## config.mk

```make
export PLATFORM = sky130hd
export DESIGN_NAME = srt_ctrl
export DESIGN_NICKNAME = d
export VERILOG_FILES = /design/src/rtl/srt_pkg.sv /design/src/rtl/srt_ctrl.sv
export SDC_FILE = /design/constraint.sdc
export NUM_CORES = 1
export LEC_CHECK = 0
export BUFFER_PORTS_ARGS = -buffer_cell sky130_fd_sc_hd__buf_2
export CELL_PAD_IN_SITES_DETAIL_PLACEMENT = 0
export CELL_PAD_IN_SITES_GLOBAL_PLACEMENT = 1
export CORE_MARGIN = 1
export CORE_UTILIZATION = 34
export DETAILED_ROUTE_END_ITERATION = 12
export GPL_TIMING_DRIVEN = 0
export PLACE_DENSITY = 0.75
export SYNTH_ARGS = -nofsm -noshare
export SYNTH_HDL_FRONTEND = slang
export SYNTH_SLANG_ARGS = --single-unit
export TNS_END_PERCENT = 100
```

## constraint.sdc

```tcl
create_clock -name clk_i -period 1.5 [get_ports clk_i]
set_input_delay 0.15 -clock clk_i [delete_from_list [all_inputs] [get_ports clk_i]]
set_output_delay 0.15 -clock clk_i [all_outputs]
set_load 0.01 [all_outputs]
```

## src/rtl/srt_pkg.sv

```systemverilog
// ----------------------------------------------------------------------------
// srt_pkg
// Shared types and constants for the segment reassembly tracker.
// ----------------------------------------------------------------------------
package srt_pkg;

  localparam int OP_W             = 1;
  localparam int SEG_OFFSET_W     = 32;
  localparam int SEG_LENGTH_W     = 16;
  localparam int STATUS_W         = 2;
  localparam int SEG_INDEX_W      = 12;
  localparam int RECEIVED_COUNT_W = 13;
  localparam int PRODUCT_BYTES_W  = 32;
  localparam int SEGMENT_BYTES_W  = 16;
  localparam int CFG_INDEX_W      = 8;
  localparam int CFG_DATA_W       = 32;
  localparam int DIV_STEPS        = SEG_OFFSET_W;
  localparam int DIV_CNT_W        = $clog2(DIV_STEPS);

  localparam logic [OP_W-1:0] OP_SAVE  = 1'b0;
  localparam logic [OP_W-1:0] OP_CHECK = 1'b1;

  localparam logic [STATUS_W-1:0] ST_OK         = 2'd0;
  localparam logic [STATUS_W-1:0] ST_BAD_OFFSET = 2'd1;
  localparam logic [STATUS_W-1:0] ST_MISMATCH   = 2'd2;

  localparam logic [CFG_INDEX_W-1:0] CFG_PRODUCT_BYTES = 8'd0;
  localparam logic [CFG_INDEX_W-1:0] CFG_SEGMENT_BYTES = 8'd1;

  typedef struct packed {
    logic clr;
    logic in_ready;
    logic load;
    logic div_step;
    logic look;
    logic upd;
    logic mul;
    logic out_load;
  } cmd_t;

  typedef struct packed {
    logic clr_last;
    logic in_fire;
    logic out_free;
  } sts_t;

endpackage

```

## src/rtl/srt_ctrl.sv

```systemverilog
// ----------------------------------------------------------------------------
// srt_ctrl
// Sequencer: bitmap clear, divide, lookup, update, count product, result.
// ----------------------------------------------------------------------------
module srt_ctrl (
  input  logic           clk_i,
  input  logic           rst_ni,
  input  srt_pkg::sts_t  sts_i,
  output srt_pkg::cmd_t  cmd_o
);
  import srt_pkg::*;

  localparam logic [2:0] S_CLEAR = 3'd0;
  localparam logic [2:0] S_IDLE  = 3'd1;
  localparam logic [2:0] S_DIV   = 3'd2;
  localparam logic [2:0] S_LOOK  = 3'd3;
  localparam logic [2:0] S_UPD   = 3'd4;
  localparam logic [2:0] S_MUL   = 3'd5;
  localparam logic [2:0] S_OUT   = 3'd6;

  logic [2:0]           state_q, state_d;
  logic [DIV_CNT_W-1:0] cnt_q, cnt_d;

  always_comb begin
    state_d = state_q;
    cnt_d   = cnt_q;
    cmd_o   = '0;
    case (state_q)
      S_CLEAR: begin
        cmd_o.clr = 1'b1;
        if (sts_i.clr_last) state_d = S_IDLE;
      end
      S_IDLE: begin
        cmd_o.in_ready = 1'b1;
        if (sts_i.in_fire) begin
          cmd_o.load = 1'b1;
          cnt_d      = '0;
          state_d    = S_DIV;
        end
      end
      S_DIV: begin
        cmd_o.div_step = 1'b1;
        cnt_d          = cnt_q + 1'b1;
        if (cnt_q == DIV_CNT_W'(DIV_STEPS - 1)) state_d = S_LOOK;
      end
      S_LOOK: begin
        cmd_o.look = 1'b1;
        state_d    = S_UPD;
      end
      S_UPD: begin
        cmd_o.upd = 1'b1;
        state_d   = S_MUL;
      end
      S_MUL: begin
        cmd_o.mul = 1'b1;
        state_d   = S_OUT;
      end
      S_OUT: begin
        if (sts_i.out_free) begin
          cmd_o.out_load = 1'b1;
          state_d        = S_IDLE;
        end
      end
      default: begin
        state_d = S_IDLE;
      end
    endcase
  end

  always_ff @(posedge clk_i or negedge rst_ni) begin
    if (!rst_ni) begin
      state_q <= S_CLEAR;
      cnt_q   <= '0;
    end else begin
      state_q <= state_d;
      cnt_q   <= cnt_d;
    end
  end

endmodule

```

==> results.md, run 1 <==
Drt:
- The number of iterations in the first detailed-routing pass is 4.
- Dividing the detail-routed wire length by the instance count gives 13.6 µm.
- Detailed routing inserted a total of between 500 and 600 vias.
- The wire length reported by the detailed router is 1460 µm.
- The per-cell via count in the routed design is approximately 5.5.
- The remaining number of nets flagged by the antenna check after routing is 0.
- The number of remaining DRC errors is 0.
- The number of DRC violations after detailed-routing iteration 0 is 14.

Layout:
- The final non-filler cell area is 881 µm².
- The number of antenna diodes in the final layout is 0.
- The final layout net count is 102.
- The area overhead of the layout relative to synthesis is 47.6%.
- The storage element area is 203 µm².
- Counting the fill cells in the layout gives between 100 and 150.
- In the final layout, the multi-input gates occupy a little over 400 µm².
- The layout cell share with drive strength beyond 1 is between 50% and 60%.

Logic synthesis:
- The number of synthesized flops with an enable pin is 0.
- The top cell type by total area after synthesis is sky130_fd_sc_hd__dfrtp_1.
- After Yosys synthesis, full adders, half adders and majority gates account for 6.29% of the synthesized area.
- The Yosys step of the flow raised 0 warnings.
- The net count after synthesis is slightly above 70.
- The number of register bits inferred by synthesis is 8.
- After Yosys synthesis, and, or, nand and nor cells account for 27.5% of the synthesized area.
- In the post-synthesis netlist, the cell with the most instances is sky130_fd_sc_hd__dfrtp_1.
- The number of instances in the synthesized netlist is 63.
- The average instance area after synthesis is about 9.5 µm².
- The multiplexer share of the synthesized area is 3.56%.
- The post-synthesis cell type count is 30.
- For this run, the register share of the synthesized area comes to 33.5%.
- In this run the cell area of the synthesized design comes to 597 µm².
- After synthesis, the largest family of logic cells by area is simple AND/OR/NAND/NOR gates.
- Summing the areas of all xor and xnor instances in the mapped netlist gives 0% of the synthesized area.
- Ranked by total cell area, the synthesized netlist is headed by sky130_fd_sc_hd__dfrtp_1 34%, sky130_fd_sc_hd__ha_1 6.3%, sky130_fd_sc_hd__and3_1 5.2%.
- Sorting the synthesized cells by how often they occur yields 8 x sky130_fd_sc_hd__dfrtp_1, 6 x sky130_fd_sc_hd__o21ai_0, 5 x sky130_fd_sc_hd__a21oi_1, 5 x sky130_fd_sc_hd__and3_1.
- The most used flip-flop cell after synthesis is sky130_fd_sc_hd__dfrtp_1.
- The share of synthesized area in the top cell type comes to 33.5%.
- The share of synthesized registers carrying an async set or reset is between 90% and 100%.
- The post-synthesis compound-gate area fraction is 23.1%.

Outcome:
- The final reports fail on setup timing.
- The flow ran to the end, but the final reports show violations.

Timing:
- On the final layout, the worst hold slack is 263 ps.
- The largest clock skew in the final design is 3.34 ps.
- In the finished design, the share of the clock period the worst path needs comes to 101%.
- Across all setup checks in the final design, the least slack found is -21.0 ps.
- The number of hold-slack violations in the final timing report is 0.
- For the pin with the worst max-slew slack, the measured transition is 232 ps.
- Setup repair after global routing could not meet its margin everywhere.
- The number of max-slew violations in the final report is 0.
- The final-report setup violation count is 1.
- The setup TNS is -21.0 ps.
- The highest clock frequency the design can meet is about 0.66 GHz.
- Headroom to the max-slew limit came out at 84.3%.
- After layout, the minimum clock period comes to approximately 1500 ps.

Power:
- The power spent charging and discharging nets is 0.651 mW.
- Dividing total power by cell area gives a power density of roughly 1900 nW/µm².
- The proportion of total power due to net switching is 39.7%.
- Sequential cells account for 22.0% of the total power.
- The maximum VDD drop is 0.000745 V.
- The internal power is 0.987 mW.
- Of the total power, the clock network draws 9.6%.
- Of the total power, combinational logic draws between 60 and 70%.
- For this design the static power due to leakage is approximately 0.42 nW.

Global routing:
- The via count of the first global-routing pass is 515.
- The total grt overflow is 0.
- The first global-routing pass estimated 2240 µm of wire.
- The number of antenna violations at the first check in global routing is 0.
- Entering global routing, the biggest net connects 11 pins.
- In the global route stage, overall resource usage came out at 15.8%.

Die:
- From left edge to right edge, the die measures 43.9 µm.
- The die covers between 1500 and 2000 µm².
- The number of ports placed on the die boundary is 13.
- After floorplanning, the core was divided into 14 placement rows.
- The area of the core is 1580 µm².
- Once the floorplan was initialized, standard cells occupied 37.9% of the core.
- In this run the vertical extent of the chip is 43.9 µm.

Clock tree:
- The buffer cell driving the clock tree root is sky130_fd_sc_hd__clkbuf_4.
- The CTS buffer count is 3.
- The clock latency on the worst-skew pair is around 250 ps.
- CTS built an H-tree with a depth of 1.
- The maximum count of clock buffers along a single path is 2.
- Clock tree synthesis found a total of 8 sinks.
- TritonCTS built the clock tree.
- The clock-pin slew reported for the worst setup and hold paths after clock tree synthesis is 50 ps.

Placement:
- The final estimated routing congestion in global placement is 0.779.
- In this run the cell area measured after placement is 694 µm².
- The half-perimeter wire length after placement is 931 µm.
- The number of buffers inserted by port buffering is 12.

Setup path:
- For the worst setup path, the data required time is 1630 ps.
- Data arrives at the worst endpoint at 1650 ps.
- The worst setup path is launched from a register.
- The classification of the worst setup path is reg2reg.
- The largest fanout on the critical path is 3.
- The worst setup path is captured at a register.

Flow run:
- The tool flagged a number of max-cap violations equal to 0.

Hold path:
- The class of the tightest hold or removal check is in2reg.
cell families after synthesis:
family,Yosys count
buffers and inverters,6
AND/OR/NAND/NOR,23
AO/OA/AOI/OAI,21
flip-flops,8
multiplexers,2
adder cells (fa/ha/maj),3
stage by stage:
| step | power (mW) | cells | setup slack [ps] | util (%) |
|---|---|---|---|---|
| floorplan | 0.972 | 63 | 9.81 | - |
| global placement | 1.18 | 91 | -103 | 44.0 |
| detailed placement | 1.19 | 91 | -90.9 | 44.0 |
| CTS | 1.56 | 106 | -43.3 | 53.7 |
| global route | 1.76 | 108 | -60.0 | 55.9 |
| finish | 1.64 | 108 | -21.0 | 55.9 |
final timing paths:
path / cells after the start / end / slack (ps) / start
worst max-delay path: 6 / state_q[2] / -20 / cnt_q[0]
worst min-delay path: 3 / state_q[0] / 260 / sts_i[1]
worst max register to register: 6 / state_q[2] / -20 / cnt_q[0]
worst min register to register: 2 / cnt_q[3] / 560 / cnt_q[3]
max in group asynchronous: 2 / state_q[2] / 1050 / rst_ni
min in group asynchronous: 2 / cnt_q[3] / 270 / rst_ni
routing by layer:
metal	global-route usage, %	vias to the layer above	wire (µm)
li1	-	295	-
met1	21.4	284	688
met2	23.9	16	701
met3	6.25	0	74
met4	3.64	0	0
met5	0	-	0
timing repair:
action,CTS,global route
hold buffers,1,0
pin swaps,3,3
hold endpoints to repair,8,0
setup endpoints to repair,6,9
setup buffers,11,2
gates cloned,0,0
resized for setup,10,4
layout by cell type (no fill, tap or decap), types with 2 or more instances in the layout:
cell	synthesis	routed
sky130_fd_sc_hd__o21ai_1	1	2
sky130_fd_sc_hd__a21oi_1	5	5
sky130_fd_sc_hd__buf_2	1	12
sky130_fd_sc_hd__o21ai_0	6	5
sky130_fd_sc_hd__nand2_1	3	3
sky130_fd_sc_hd__clkbuf_4	0	3
sky130_fd_sc_hd__nor3b_1	2	2
sky130_fd_sc_hd__dfrtp_1	8	6
sky130_fd_sc_hd__a22o_1	2	2
sky130_fd_sc_hd__buf_4	1	14
sky130_fd_sc_hd__dfrtp_2	0	2
sky130_fd_sc_hd__nor3_2	0	2
sky130_fd_sc_hd__buf_6	1	2
sky130_fd_sc_hd__nand3b_1	2	2
sky130_fd_sc_hd__a31o_1	3	3
sky130_fd_sc_hd__and2b_1	2	2
sky130_fd_sc_hd__and3_1	5	4
sky130_fd_sc_hd__and2_1	2	2
sky130_fd_sc_hd__ha_4	0	2
registers in the layout, indices dropped and copies added, names as in the netlist:
signal,count
state_q,3
cnt_q,5
critical path: stages (launching register included):
cell	delay [ps]
sky130_fd_sc_hd__dfrtp_1	380
sky130_fd_sc_hd__ha_2	200
sky130_fd_sc_hd__and3_4	150
sky130_fd_sc_hd__ha_4	160
sky130_fd_sc_hd__mux2i_1	130
sky130_fd_sc_hd__o21ai_1	80
sky130_fd_sc_hd__a221o_1	300
power groups by stage:
stage / sequential [mW] / combinational, mW / clock [mW]
CTS: 0.354 / 1.04 / 0.166
floorplan: 0.350 / 0.622 / 0
finish: 0.359 / 1.12 / 0.158
global placement: 0.366 / 0.813 / 0
detailed placement: 0.366 / 0.819 / 0
global route: 0.367 / 1.21 / 0.181
layout make-up:
| class | count | share of cell area [%] |
|---|---|---|
| multi-input cells | 49 | 47.0 |
| flip-flops and latches | 8 | 23.0 |
| repair buffers | 26 | 19.0 |
| plain buffers | 4 | 4.97 |
| clock buffers | 3 | 2.56 |
| well taps | 16 | 2.27 |
| inverters | 2 | 1.14 |
No activity file was read; power rests on OpenSTA's default activity.
==> run 2: changes to the inputs <==
PLACE_DENSITY = default   (was 0.75)
PLACE_DENSITY_LB_ADDON = 0.1   (was default)
==> results.md, run 2 (synthesis gave the netlist of run 1 again) <==
Global routing:
- The number of antenna violations at the first check in global routing is 0 (unchanged).
- The largest net degree at the start of global routing came to 11 (unchanged).
- The wire length of the first global-routing pass is 2580 µm (+15%).
- The via count of the first global-routing pass is 555 (+7.8%).
- The overall track demand over capacity in global routing is 18.3% (+2.5 points).
- The total grt overflow came to 0 (unchanged).

Setup path:
- The reg-to-reg setup timing slack was -30 ps (about the same).
- The startpoint type of the worst setup path is a register.
- The largest fanout on the critical path is 3 (unchanged).
- The critical path is of the reg2reg type.
- The worst path arrival time was 1660 ps (about the same).
- In this run the worst setup path begins at cnt_q[1].
- The data required time of the critical path is 1630 ps (about the same).
- The type of element capturing the critical path is a register.
- The startpoint identified for the worst register-to-register timing path is cnt_q[1].

Drt:
- The number of DRC violations after detailed-routing iteration 0 is 11 (-3).
- The average wire per cell in the routed design is 14.7 µm (+8.4%).
- The remaining number of nets flagged by the antenna check after routing was 0 (unchanged).
- The per-cell via count in the routed design is 5.58 (+1.2%).
- The number of iterations in the first detailed-routing pass came to 4 (unchanged).
- The total via count in the routed design came to 630 (+5.9%).
- The number of remaining DRC errors is 0 (unchanged).
- The wire length reported by the detailed router was 1660 µm (+13%).

Placement:
- The number of buffers inserted by port buffering is 12 (unchanged).
- The final estimated routing congestion in global placement was 0.774 (-0.68%).
- The half-perimeter wire length after placement is 931 µm (about the same).
- The post-place setup slack is -84.7 ps (+6.23 ps).
- The placed instance count is 91 (unchanged).

Clock tree:
- The clock tree from TritonCTS is yes.
- The CTS buffer count is 3 (unchanged).
- The clock latency on the worst-skew pair is 250 ps (about the same).
- The maximum count of clock buffers along a single path is 2 (unchanged).
- The cell sitting at the root of the clock tree is a sky130_fd_sc_hd__clkbuf_4.
- The maximum level of the CTS H-tree is 1 (unchanged).
- The number of sinks driven by the clock tree is 8 (unchanged).
- The clock-pin slew reported for the worst setup and hold paths after clock tree synthesis is 50 ps (about the same).

Layout:
- The layout cell share with drive strength beyond 1 was 51.5% (+1.5 points).
- In the layout the commonest cells are 17 x sky130_fd_sc_hd__buf_4, 12 x sky130_fd_sc_hd__buf_2, 7 x sky130_fd_sc_hd__dfrtp_1, 5 x sky130_fd_sc_hd__a21oi_1, 5 x sky130_fd_sc_hd__o21ai_0.
- The number of cells in the finished layout apart from fillers is 113 (+4.6%).
- The flip-flop count of the largest register after layout is 5 (unchanged).
- The area growth from synthesis to layout is 56.8%.
- In the final layout, the registers with the most flip-flops are cnt_q x5, state_q x3.
- cnt_q holds more flip-flops than any other register.
- The storage element area is 201 µm² (-0.62%).
- The filler cell count is 132 (-3.6%).
- The area of the multi-input gates is 410 µm² (-0.91%).
- The final antenna diode count is 0 (unchanged).
- The most frequent standard cell in the layout excluding fill and tap cells is sky130_fd_sc_hd__buf_4.
- The utilization of the core after routing was 59.4% (+3.5 points).
- The final layout net count came to 107 (+4.9%).

Timing:
- Setup repair after global routing could not meet its margin everywhere.
- The largest clock skew in the final design was 1.67 ps (-1.67 ps).
- The time the final worst path needs with I/O delays and setup is 1530 ps (+12.6 ps).
- The transition time of the tightest slew-check pin is 240 ps (+7.69 ps).
- The final clock period utilization by the worst path came to 102% (+0.84 points).
- The highest clock frequency the design can meet is 0.652 GHz (-0.82%).
- The worst max-slew margin expressed relative to the limit is 83.8% (-0.52 points).
- The number of max-slew violations in the final report was 0 (unchanged).
- The final-report setup violation count came to 1 (unchanged).
- The worst path setup slack after routing is -33.6 ps (-12.6 ps).
- The setup TNS is -33.6 ps (-12.6 ps).
- The number of hold-slack violations in the final timing report is 0 (unchanged).

Die:
- The area of the core is 1580 µm² (unchanged).
- The x dimension of the die is 43.9 µm (unchanged).
- The starting utilization of the core area is 37.9% (unchanged).
- The total die area was 1930 µm² (unchanged).
- The number of placement rows is 14 (unchanged).
- The height of the die came to 43.9 µm (unchanged).
- The number of ports placed on the die boundary is 13 (unchanged).

Flow run:
- The number of violations of the max-capacitance limit is 0 (unchanged).

Power:
- The standby leakage power is 0.451 nW (+7.6%).
- The power per cell area was 1910 nW/µm² (+2.7%).
- The maximum VDD drop is 0.00103 V (+38%).

Hold path:
- The tightest min-delay check is of the in2reg type.
- The startpoint identified for the worst hold timing path is sts_i[1].

Outcome:
- The run finished, with violations left.
- The final reports fail on setup timing.
run 2: timing repair:
action                     CTS  global route
cloned                       0             1
resized for setup            9             7
hold buffers                 1             0
setup endpoints to repair    6             9
pin swaps                    3             3
hold endpoints to repair     8             0
buffers inserted            11             6
run 2: final cells by class:
cell class | instances | share of cell area, %
Inverter | 2 | 1.07
Timing Repair Buffer | 31 | 23.8
Buffer | 4 | 5.21
Clock buffer | 3 | 2.41
Multi-Input combinational cell | 49 | 43.9
Tap cell | 16 | 2.14
Sequential cell | 8 | 21.5
run 2: power breakdown:
group	leakage, nW	internal, mW	switching (mW)
Combinational	0.333	0.709	0.563
Clock	0.0138	0.0910	0.0657
Sequential	0.104	0.291	0.0665
run 2: metrics by stage:
step	power [mW]	hold WS [ps]	area, µm²
2_1_floorplan	0.972	-146	614
3_3_place_gp	1.18	0.0436	694
3_5_place_dp	1.18	-0.0563	694
4_1_cts	1.56	269	848
5_1_grt	1.92	295	936
6_report	1.79	268	936
run 2: worst max-delay path: stages, from the launching register on:
cell and delay, ps:
sky130_fd_sc_hd__dfrtp_1 380, sky130_fd_sc_hd__ha_2 190, sky130_fd_sc_hd__and3_4 160, sky130_fd_sc_hd__ha_4 150
sky130_fd_sc_hd__mux2i_1 150, sky130_fd_sc_hd__o21ai_1 80, sky130_fd_sc_hd__a221o_1 300
run 2: path summary, 6_finish.rpt:
check / cells past startpoint / endpoint
worst max-delay path: 6 / state_q[2]
worst min-delay path: 3 / state_q[0]
worst max register to register: 6 / state_q[2]
worst min register to register: 1 / cnt_q[4]
max in group asynchronous: 2 / state_q[2]
min in group asynchronous: 2 / cnt_q[3]
run 2: layer usage:
metal | wire, µm | GRT usage [%]
met5 | 0 | 0
met4 | 0 | 2.42
met3 | 81 | 6.25
met2 | 810 | 28.7
met1 | 769 | 25.2
